==> config.mk <==
export PLATFORM = sky130hd
export DESIGN_NAME = sha1_message_digest_flat
export DESIGN_NICKNAME = d
export VERILOG_FILES = /design/src/rtl/core/smd_pkg.sv /design/src/rtl/core/smd_if.sv /design/src/rtl/core/smd_fifo.sv /design/src/rtl/core/smd_front.sv /design/src/rtl/core/smd_back.sv /design/src/rtl/core/sha1_message_digest.sv /design/src/flat_wrapper.sv
export SDC_FILE = /design/constraint.sdc
export NUM_CORES = 2
export LEC_CHECK = 0
export BUFFER_PORTS_ARGS = -buffer_cell sky130_fd_sc_hd__buf_4
export CORE_ASPECT_RATIO = 1.2
export CORE_MARGIN = 2
export CORE_UTILIZATION = 40
export DETAILED_ROUTE_END_ITERATION = 16
export GPL_ROUTABILITY_DRIVEN = 0
export PLACE_DENSITY = 0.54
export SLEW_MARGIN = 10
export SYNTH_ARGS = -nofsm -noshare
export SYNTH_HDL_FRONTEND = slang
export SYNTH_SLANG_ARGS = --single-unit
==> constraint.sdc <==
create_clock -name clock -period 17.5 [get_ports clock]
set_clock_uncertainty 0.2 [all_clocks]
set_input_delay 3.5 -clock clock [delete_from_list [all_inputs] [get_ports clock]]
set_output_delay 3.5 -clock clock [all_outputs]
set_load 0.03 [all_outputs]
==> src/rtl/core/smd_pkg.sv <==
// Shared types, constants and state encodings for the SHA-1 digest engine.
`default_nettype none

package smd_pkg;

   localparam int SMD_FIFO_DEPTH = 4;
   localparam int SMD_FIFO_AW    = $clog2(SMD_FIFO_DEPTH);
   localparam int SMD_LEN_W      = 61;
   localparam int SMD_ROUNDS     = 80;
   localparam int SMD_BLOCK_WORDS = 16;

   localparam logic [31:0] SMD_IV [5] = '{
      32'h67452301, 32'hefcdab89, 32'h98badcfe, 32'h10325476, 32'hc3d2e1f0
   };

   localparam logic [31:0] SMD_K0 = 32'h5a827999;
   localparam logic [31:0] SMD_K1 = 32'h6ed9eba1;
   localparam logic [31:0] SMD_K2 = 32'h8f1bbcdc;
   localparam logic [31:0] SMD_K3 = 32'hca62c1d6;

   localparam logic [7:0] SMD_PAD_MARK = 8'h80;

   // one message word on its way to the compression unit
   typedef struct packed {
      logic        eom;
      logic [31:0] word;
   } smd_word_type;

   typedef enum logic [1:0] {
      F_DATA,
      F_MARK,
      F_FILL
   } smd_front_state_type;

   typedef enum logic [1:0] {
      B_ROUND,
      B_ADD,
      B_OUT
   } smd_back_state_type;

endpackage

`default_nettype wire

==> src/rtl/core/smd_if.sv <==
// Byte request and digest response channel interfaces.
`default_nettype none

interface smd_req_if;
   logic       valid;
   logic       ready;
   logic [7:0] data_byte;
   logic       byte_valid;
   logic       last;

   modport source (output valid, data_byte, byte_valid, last, input ready);
   modport sink   (input valid, data_byte, byte_valid, last, output ready);
endinterface

interface smd_rsp_if;
   logic        valid;
   logic        ready;
   logic [31:0] digest_word;
   logic [2:0]  word_index;
   logic        last_word;

   modport source (output valid, digest_word, word_index, last_word, input ready);
   modport sink   (input valid, digest_word, word_index, last_word, output ready);
endinterface

`default_nettype wire

==> src/rtl/core/smd_fifo.sv <==
// Short word queue between the byte packer and the compression unit.
`default_nettype none

module smd_fifo (
   input  logic                 clock,
   input  logic                 reset,
   input  logic                 push,
   input  smd_pkg::smd_word_type push_word,
   output logic                 full,
   input  logic                 pop,
   output smd_pkg::smd_word_type head_word,
   output logic                 head_valid
);
   import smd_pkg::*;

   smd_word_type           mem_ff [SMD_FIFO_DEPTH];
   logic [SMD_FIFO_AW-1:0] wr_ff, wr_in;
   logic [SMD_FIFO_AW-1:0] rd_ff, rd_in;
   logic [SMD_FIFO_AW:0]   cnt_ff, cnt_in;

   always_comb begin
      full       = (cnt_ff == (SMD_FIFO_AW+1)'(SMD_FIFO_DEPTH));
      head_valid = (cnt_ff != '0);
      head_word  = mem_ff[rd_ff];
      wr_in      = push ? wr_ff + SMD_FIFO_AW'(1) : wr_ff;
      rd_in      = pop ? rd_ff + SMD_FIFO_AW'(1) : rd_ff;
      cnt_in     = cnt_ff + (SMD_FIFO_AW+1)'(push) - (SMD_FIFO_AW+1)'(pop);
   end

   always_ff @(posedge clock) begin
      if (reset) begin
         wr_ff  <= '0;
         rd_ff  <= '0;
         cnt_ff <= '0;
      end else begin
         wr_ff  <= wr_in;
         rd_ff  <= rd_in;
         cnt_ff <= cnt_in;
      end
   end

   always_ff @(posedge clock) begin
      if (push) begin
         mem_ff[wr_ff] <= push_word;
      end
   end

endmodule

`default_nettype wire

==> src/rtl/core/smd_front.sv <==
// Byte packer: gathers bytes into words, counts length and generates padding.
`default_nettype none

module smd_front (
   input  logic                  clock,
   input  logic                  reset,
   smd_req_if.sink               req_bus,
   output logic                  push,
   output smd_pkg::smd_word_type push_word,
   input  logic                  fifo_full
);
   import smd_pkg::*;

   smd_front_state_type  state_ff, state_in;
   logic [23:0]          acc_ff, acc_in;
   logic [1:0]           bc_ff, bc_in;
   logic [3:0]           wc_ff, wc_in;
   logic [SMD_LEN_W-1:0] len_ff, len_in;
   logic                 wrap_ff, wrap_in;
   logic                 accept;
   logic [63:0]          len_bits;
   logic [31:0]          mark_word;
   logic                 len_lo_turn;

   always_comb begin
      len_bits    = {len_ff, 3'b000};
      mark_word   = {acc_ff, SMD_PAD_MARK} << (5'd24 - {bc_ff, 3'b000});
      len_lo_turn = !wrap_ff && (wc_ff == 4'd15);
   end

   // next state
   always_comb begin
      state_in = state_ff;
      unique case (state_ff)
         F_DATA: begin
            if (accept && req_bus.last) begin
               state_in = F_MARK;
            end
         end
         F_MARK: begin
            if (!fifo_full) begin
               state_in = F_FILL;
            end
         end
         F_FILL: begin
            if (!fifo_full && len_lo_turn) begin
               state_in = F_DATA;
            end
         end
         default: state_in = F_DATA;
      endcase
   end

   // outputs and datapath
   always_comb begin
      req_bus.ready  = (state_ff == F_DATA) && !fifo_full;
      accept         = req_bus.valid && req_bus.ready;
      push           = 1'b0;
      push_word.eom  = 1'b0;
      push_word.word = {acc_ff, req_bus.data_byte};
      acc_in         = acc_ff;
      bc_in          = bc_ff;
      wc_in          = wc_ff;
      len_in         = len_ff;
      wrap_in        = wrap_ff;
      unique case (state_ff)
         F_DATA: begin
            if (accept && req_bus.byte_valid) begin
               acc_in = {acc_ff[15:0], req_bus.data_byte};
               bc_in  = bc_ff + 2'd1;
               len_in = len_ff + SMD_LEN_W'(1);
               if (bc_ff == 2'd3) begin
                  push  = 1'b1;
                  wc_in = wc_ff + 4'd1;
               end
            end
         end
         F_MARK: begin
            push_word.word = mark_word;
            if (!fifo_full) begin
               push    = 1'b1;
               wc_in   = wc_ff + 4'd1;
               bc_in   = 2'd0;
               // mark in word 14 leaves no room for the length; in word 15 the block is full
               wrap_in = (wc_ff == 4'd14);
            end
         end
         F_FILL: begin
            if (!wrap_ff && wc_ff == 4'd14) begin
               push_word.word = len_bits[63:32];
            end else if (len_lo_turn) begin
               push_word.word = len_bits[31:0];
               push_word.eom  = 1'b1;
            end else begin
               push_word.word = '0;
            end
            if (!fifo_full) begin
               push  = 1'b1;
               wc_in = wc_ff + 4'd1;
               if (wc_ff == 4'd15) begin
                  wrap_in = 1'b0;
               end
               if (len_lo_turn) begin
                  len_in = '0;
               end
            end
         end
         default: ;
      endcase
   end

   always_ff @(posedge clock) begin
      if (reset) begin
         state_ff <= F_DATA;
         bc_ff    <= '0;
         wc_ff    <= '0;
         len_ff   <= '0;
         wrap_ff  <= 1'b0;
      end else begin
         state_ff <= state_in;
         bc_ff    <= bc_in;
         wc_ff    <= wc_in;
         len_ff   <= len_in;
         wrap_ff  <= wrap_in;
      end
   end

   always_ff @(posedge clock) begin
      acc_ff <= acc_in;
   end

endmodule

`default_nettype wire

==> src/rtl/core/smd_back.sv <==
// Compression unit: 80 rounds per block, chaining update and digest output.
`default_nettype none

module smd_back (
   input  logic                  clock,
   input  logic                  reset,
   input  smd_pkg::smd_word_type head_word,
   input  logic                  head_valid,
   output logic                  pop,
   smd_rsp_if.source             rsp_bus
);
   import smd_pkg::*;

   smd_back_state_type state_ff, state_in;
   logic [31:0] h_ff [5];
   logic [31:0] h_in [5];
   logic [31:0] a_ff, b_ff, c_ff, d_ff, e_ff;
   logic [31:0] a_in, b_in, c_in, d_in, e_in;
   logic [31:0] win_ff [SMD_BLOCK_WORDS];
   logic [31:0] win_in [SMD_BLOCK_WORDS];
   logic [6:0]  t_ff, t_in;
   logic        eom_ff, eom_in;
   logic [2:0]  idx_ff, idx_in;
   logic        need_word, step, out_beat;
   logic [31:0] sched, w_t, f_val, k_val, tmp;

   always_comb begin
      need_word = (t_ff < 7'(SMD_BLOCK_WORDS));
      step      = (state_ff == B_ROUND) && (!need_word || head_valid);
      pop       = step && need_word;
      sched     = win_ff[13] ^ win_ff[8] ^ win_ff[2] ^ win_ff[0];
      w_t       = need_word ? head_word.word : {sched[30:0], sched[31]};
      priority if (t_ff < 7'd20) begin
         f_val = (b_ff & c_ff) | (~b_ff & d_ff);
         k_val = SMD_K0;
      end else if (t_ff < 7'd40) begin
         f_val = b_ff ^ c_ff ^ d_ff;
         k_val = SMD_K1;
      end else if (t_ff < 7'd60) begin
         f_val = (b_ff & c_ff) | (b_ff & d_ff) | (c_ff & d_ff);
         k_val = SMD_K2;
      end else begin
         f_val = b_ff ^ c_ff ^ d_ff;
         k_val = SMD_K3;
      end
      tmp      = {a_ff[26:0], a_ff[31:27]} + f_val + e_ff + k_val + w_t;
      out_beat = rsp_bus.valid && rsp_bus.ready;
   end

   // next state
   always_comb begin
      state_in = state_ff;
      unique case (state_ff)
         B_ROUND: begin
            if (step && t_ff == 7'(SMD_ROUNDS - 1)) begin
               state_in = B_ADD;
            end
         end
         B_ADD:   state_in = eom_ff ? B_OUT : B_ROUND;
         B_OUT: begin
            if (out_beat && idx_ff == 3'd4) begin
               state_in = B_ROUND;
            end
         end
         default: state_in = B_ROUND;
      endcase
   end

   // outputs and datapath
   always_comb begin
      rsp_bus.valid       = (state_ff == B_OUT);
      rsp_bus.digest_word = h_ff[idx_ff];
      rsp_bus.word_index  = idx_ff;
      rsp_bus.last_word   = (idx_ff == 3'd4);
      h_in   = h_ff;
      win_in = win_ff;
      a_in   = a_ff;
      b_in   = b_ff;
      c_in   = c_ff;
      d_in   = d_ff;
      e_in   = e_ff;
      t_in   = t_ff;
      eom_in = eom_ff;
      idx_in = idx_ff;
      unique case (state_ff)
         B_ROUND: begin
            if (step) begin
               for (int i = 0; i < SMD_BLOCK_WORDS - 1; i++) begin
                  win_in[i] = win_ff[i+1];
               end
               win_in[SMD_BLOCK_WORDS-1] = w_t;
               a_in = tmp;
               b_in = a_ff;
               c_in = {b_ff[1:0], b_ff[31:2]};
               d_in = c_ff;
               e_in = d_ff;
               t_in = t_ff + 7'd1;
               if (pop) begin
                  eom_in = head_word.eom;
               end
            end
         end
         B_ADD: begin
            h_in[0] = h_ff[0] + a_ff;
            h_in[1] = h_ff[1] + b_ff;
            h_in[2] = h_ff[2] + c_ff;
            h_in[3] = h_ff[3] + d_ff;
            h_in[4] = h_ff[4] + e_ff;
            a_in    = h_in[0];
            b_in    = h_in[1];
            c_in    = h_in[2];
            d_in    = h_in[3];
            e_in    = h_in[4];
            t_in    = '0;
         end
         B_OUT: begin
            if (out_beat) begin
               idx_in = idx_ff + 3'd1;
               if (idx_ff == 3'd4) begin
                  idx_in = '0;
                  eom_in = 1'b0;
                  h_in   = SMD_IV;
                  a_in   = SMD_IV[0];
                  b_in   = SMD_IV[1];
                  c_in   = SMD_IV[2];
                  d_in   = SMD_IV[3];
                  e_in   = SMD_IV[4];
               end
            end
         end
         default: ;
      endcase
   end

   always_ff @(posedge clock) begin
      if (reset) begin
         state_ff <= B_ROUND;
         h_ff     <= SMD_IV;
         a_ff     <= SMD_IV[0];
         b_ff     <= SMD_IV[1];
         c_ff     <= SMD_IV[2];
         d_ff     <= SMD_IV[3];
         e_ff     <= SMD_IV[4];
         t_ff     <= '0;
         eom_ff   <= 1'b0;
         idx_ff   <= '0;
      end else begin
         state_ff <= state_in;
         h_ff     <= h_in;
         a_ff     <= a_in;
         b_ff     <= b_in;
         c_ff     <= c_in;
         d_ff     <= d_in;
         e_ff     <= e_in;
         t_ff     <= t_in;
         eom_ff   <= eom_in;
         idx_ff   <= idx_in;
      end
   end

   always_ff @(posedge clock) begin
      win_ff <= win_in;
   end

   a_round_range: assert property (@(posedge clock) disable iff (reset)
      t_ff <= 7'(SMD_ROUNDS))
      else $error("round counter out of range");

   a_pop_has_word: assert property (@(posedge clock) disable iff (reset)
      pop |-> head_valid && t_ff < 7'(SMD_BLOCK_WORDS))
      else $error("word taken from empty queue or outside load rounds");

   a_digest_restart: assert property (@(posedge clock) disable iff (reset)
      out_beat && rsp_bus.last_word |=> h_ff[0] == SMD_IV[0] && t_ff == '0
         && state_ff == B_ROUND)
      else $error("engine did not restart after final digest beat");

   a_out_after_eom: assert property (@(posedge clock) disable iff (reset)
      state_ff == B_OUT && $past(state_ff) == B_ADD |-> $past(eom_ff))
      else $error("digest output without end of message");

endmodule

`default_nettype wire

==> src/rtl/core/sha1_message_digest.sv <==
// Byte-stream digest engine: front packer and pad generator, word queue, round engine.
// Throughput: bytes enter at one per cycle while the packer is taking data and the queue has
//   room; a block takes 80 rounds and a chaining add, waiting for the packer in its 16 load rounds.
// After the last beat: padding words, one or two blocks, then five digest beats at one per
//   cycle while the receiver is ready; a new message may enter during output.
// Synchronous active-high reset loads the initial chaining value and empties the queue.
`default_nettype none

module sha1_message_digest (
   input  logic       clock,
   input  logic       reset,
   smd_req_if.sink    req_bus,
   smd_rsp_if.source  rsp_bus
);
   import smd_pkg::*;

   logic         push, pop, fifo_full, head_valid;
   smd_word_type push_word, head_word;

   smd_front u_front (
      .clock     (clock),
      .reset     (reset),
      .req_bus   (req_bus),
      .push      (push),
      .push_word (push_word),
      .fifo_full (fifo_full)
   );

   smd_fifo u_fifo (
      .clock      (clock),
      .reset      (reset),
      .push       (push),
      .push_word  (push_word),
      .full       (fifo_full),
      .pop        (pop),
      .head_word  (head_word),
      .head_valid (head_valid)
   );

   smd_back u_back (
      .clock      (clock),
      .reset      (reset),
      .head_word  (head_word),
      .head_valid (head_valid),
      .pop        (pop),
      .rsp_bus    (rsp_bus)
   );

endmodule

`default_nettype wire

==> src/flat_wrapper.sv <==
// flat-port wrapper written by rule: the top's interface ports become plain ports
module sha1_message_digest_flat import smd_pkg::*;
  (clock, reset, req_bus_valid, req_bus_data_byte, req_bus_byte_valid, req_bus_last, req_bus_ready, rsp_bus_valid, rsp_bus_digest_word, rsp_bus_word_index, rsp_bus_last_word, rsp_bus_ready);
  smd_req_if req_bus_i ();
  smd_rsp_if rsp_bus_i ();
  input  logic clock;
  input  logic reset;
  input wire logic [$bits(req_bus_i.valid)-1:0] req_bus_valid;
  input wire logic [$bits(req_bus_i.data_byte)-1:0] req_bus_data_byte;
  input wire logic [$bits(req_bus_i.byte_valid)-1:0] req_bus_byte_valid;
  input wire logic [$bits(req_bus_i.last)-1:0] req_bus_last;
  output wire logic [$bits(req_bus_i.ready)-1:0] req_bus_ready;
  output wire logic [$bits(rsp_bus_i.valid)-1:0] rsp_bus_valid;
  output wire logic [$bits(rsp_bus_i.digest_word)-1:0] rsp_bus_digest_word;
  output wire logic [$bits(rsp_bus_i.word_index)-1:0] rsp_bus_word_index;
  output wire logic [$bits(rsp_bus_i.last_word)-1:0] rsp_bus_last_word;
  input wire logic [$bits(rsp_bus_i.ready)-1:0] rsp_bus_ready;
  assign req_bus_i.valid = req_bus_valid;
  assign req_bus_i.data_byte = req_bus_data_byte;
  assign req_bus_i.byte_valid = req_bus_byte_valid;
  assign req_bus_i.last = req_bus_last;
  assign req_bus_ready = req_bus_i.ready;
  assign rsp_bus_valid = rsp_bus_i.valid;
  assign rsp_bus_digest_word = rsp_bus_i.digest_word;
  assign rsp_bus_word_index = rsp_bus_i.word_index;
  assign rsp_bus_last_word = rsp_bus_i.last_word;
  assign rsp_bus_i.ready = rsp_bus_ready;
  sha1_message_digest u_core (.clock(clock), .reset(reset), .req_bus(req_bus_i), .rsp_bus(rsp_bus_i));
endmodule
==> run metrics <==
ys flop type edfxtp_1; drt wl/cell 24.19 µm; Worst EP required 13.80 ns; Design Area, Final about 60000 µm²; hold_ws 0.1727 ns; most used cell, CP buf_4; Post-Synth XOR/XNOR Area 0.05264; post-synthesis mux area share 0.03664; Cell Area, Synth 53750 µm²; final hold vios 0; CP max stage cell o21ai_0; H-tree Lvls 3; Layout Nets 5082; Synth warnings 0; share of cells above drive strength 1 0.08710; Mean Syn Cell Area 11.36 µm²; share of async-settable or async-resettable flops after synthesis 0; largest family of logic cells by synthesized area compound AO/OA/AOI/OAI gates; RSZ-0062 raised after global routing no; sequential element share of the synthesized area 0.5267; Max Freq between 0.1 and 0.15 GHz; Netlist cell types between 100 and 150; Num CTS Buffers 111; number of synthesized flops with an enable pin 668; Yosys reg bits 1080; Post-Syn Nets 5084; critical path class reg -> out; critical-path cell list buf_4 > mux4_2 > inv_1 > o21ai_0 > buf_4; antenna violations before repair 2; post-synthesis simple-gate area fraction 0.08846; CTS sink count ~1100; post-CTS setup buffer count 0; CTS tree yes; hold_buf cts 0; Synth Area in Compound Gates 0.1598; die width 338.6 µm; minimum clock period slightly above 7 ns; drt first pass iters 8; total die area 137300 µm²; Hold Path Class reg -> reg; first-pass GRT wire length about 240000 µm; Setup WS post-layout 10.30 ns; Post-CTS Resized 0; IO buf count 51; Final setup viols 0; Clock Root Buffer clkbuf_16; row count 147; Reg clk slew, reported paths 0.06 ns; final WL 159900 µm; crit end category output port; Via density 5.709; max cap viols 0; vias in the first global route 36520; DP Area 56080 µm²; final period utilization 0.4116; clk_lat worst skew 0.76 ns; Initial Util 0.4025; max-slew violations 0; Synth Area in Adders 0.09675; outcome finished, final reports clean; io pins 52; DP HPWL 110400 µm; core area 133500 µm²; Area growth, synth to finish 11.26%; commonest non-fill, non-tap cells in the layout edfxtp_1 (668), nor2_1 (428), dfxtp_1 (409); Routed Antenna Nets 0; GRT overflow 0; Diodes inserted 0; DP Worst Slack 10.55 ns; commonest non-fill, non-tap cell in the layout edfxtp_1; CP Max Fanout 23; initial drt markers 3877; DIE HEIGHT 405.5 µm; crit start category flip-flop; CP Data Arrival Time approximately 3.5 ns; largest net degree at the start of global routing 154; headroom to the max-slew limit 0.2403; vias 37740; reg-to-reg slack, setup 10.48 ns; Total Neg Setup Slack 0 ns; GR Util All Layers 0.2293; CP peak stage delay 0.79 ns; DRC viols 0; worst-case clock buffer depth 3; Cells after Synth about 4700; Worst Max-Slew Pin Slew 1.140 ns
[area by class of cell]
cell class              count  area [µm²]
fillers                 12480       73730
flip-flops and latches   1080       28310
multi-input cells        3095       23430
clock buffers             147        2983
well taps                1788        2237
inverters                 327        1236
repair buffers            113       868.3
clock inverters            60       737.0
[critical path, delay by kind of cell (launching register included)]
kind	cells	cell delay [ns]
buffers and inverters	3	0.95
DFF	1	0.63
AOI/OAI and AO/OA	1	0.79
muxes	1	0.34
[synth_stat cells, types with 80 or more instances]
library cell  count  area, µm²
a211oi_1         88      660.6
a21oi_1         345       1727
a221oi_1         80      700.7
clkbuf_1        186      698.2
dfxtp_1         412       8248
edfxtp_1        668      20060
fa_1            126       2522
ha_1            214       2678
inv_1           326       1224
nand2_1         244      915.9
nor2_1          431       1618
o21ai_0         245       1226
xnor2_1         235       2058
xor2_1           88      770.7
[kinds of logic (layout without fill, tap and decap cells)]
family,after synthesis,in the layout
multiplexers,114,114
adder cells (fa/ha/maj),340,340
AND/OR/NAND/NOR,1035,1035
flip-flops,1080,1080
XOR/XNOR,323,323
AO/OA/AOI/OAI,1283,1283
buffers and inverters,555,647
[state kept, by name (all words and copies together), names as in the netlist, 24 cells and up, named ones only]
signal,count
u_core.u_back.d_ff,32
u_core.u_back.c_ff,32
u_core.u_back.a_ff,32
u_core.u_front.acc_ff,24
u_core.u_fifo.mem_ff,132
u_core.u_back.b_ff,32
u_core.u_back.win_ff,512
u_core.u_back.h_ff,160
u_core.u_back.e_ff,32
u_core.u_front.len_ff,61
[final timing paths]
path / cells after the start / to / startpoint
worst min register to register: 0 / u_core.u_back.win_ff[366]$_DFFE_PP_ / u_core.u_back.win_ff[334]$_DFFE_PP_
worst max register to register: 22 / u_core.u_back.a_ff[23]$_SDFFE_PP0P_ / u_core.u_back.t_ff[4]$_SDFFE_PP0P_
worst max-delay path: 5 / rsp_bus_digest_word[11] / u_core.u_back.rsp_bus.word_index[0]$_SDFFE_PP0P_
worst min-delay path: 0 / u_core.u_back.win_ff[366]$_DFFE_PP_ / u_core.u_back.win_ff[334]$_DFFE_PP_
[layer usage]
metal,global-route usage,vias up,wire (µm)
li1,-,17330,-
met1,0.3103,18810,69670
met2,0.3690,1291,73590
met3,0.02912,309,9285
met4,0.1028,0,7325
met5,0,-,0
[through the flow]
stage,utilization,instances
2_1_floorplan,-,4730
3_3_place_gp,0.4200,6403
3_5_place_dp,0.4200,6403
4_1_cts,0.4478,6610
5_1_grt,0.4478,6610
6_report,0.4478,6610
Power is not shown: default switching activity piles up to over one toggle a cycle in this logic, so the estimate is an artifact.
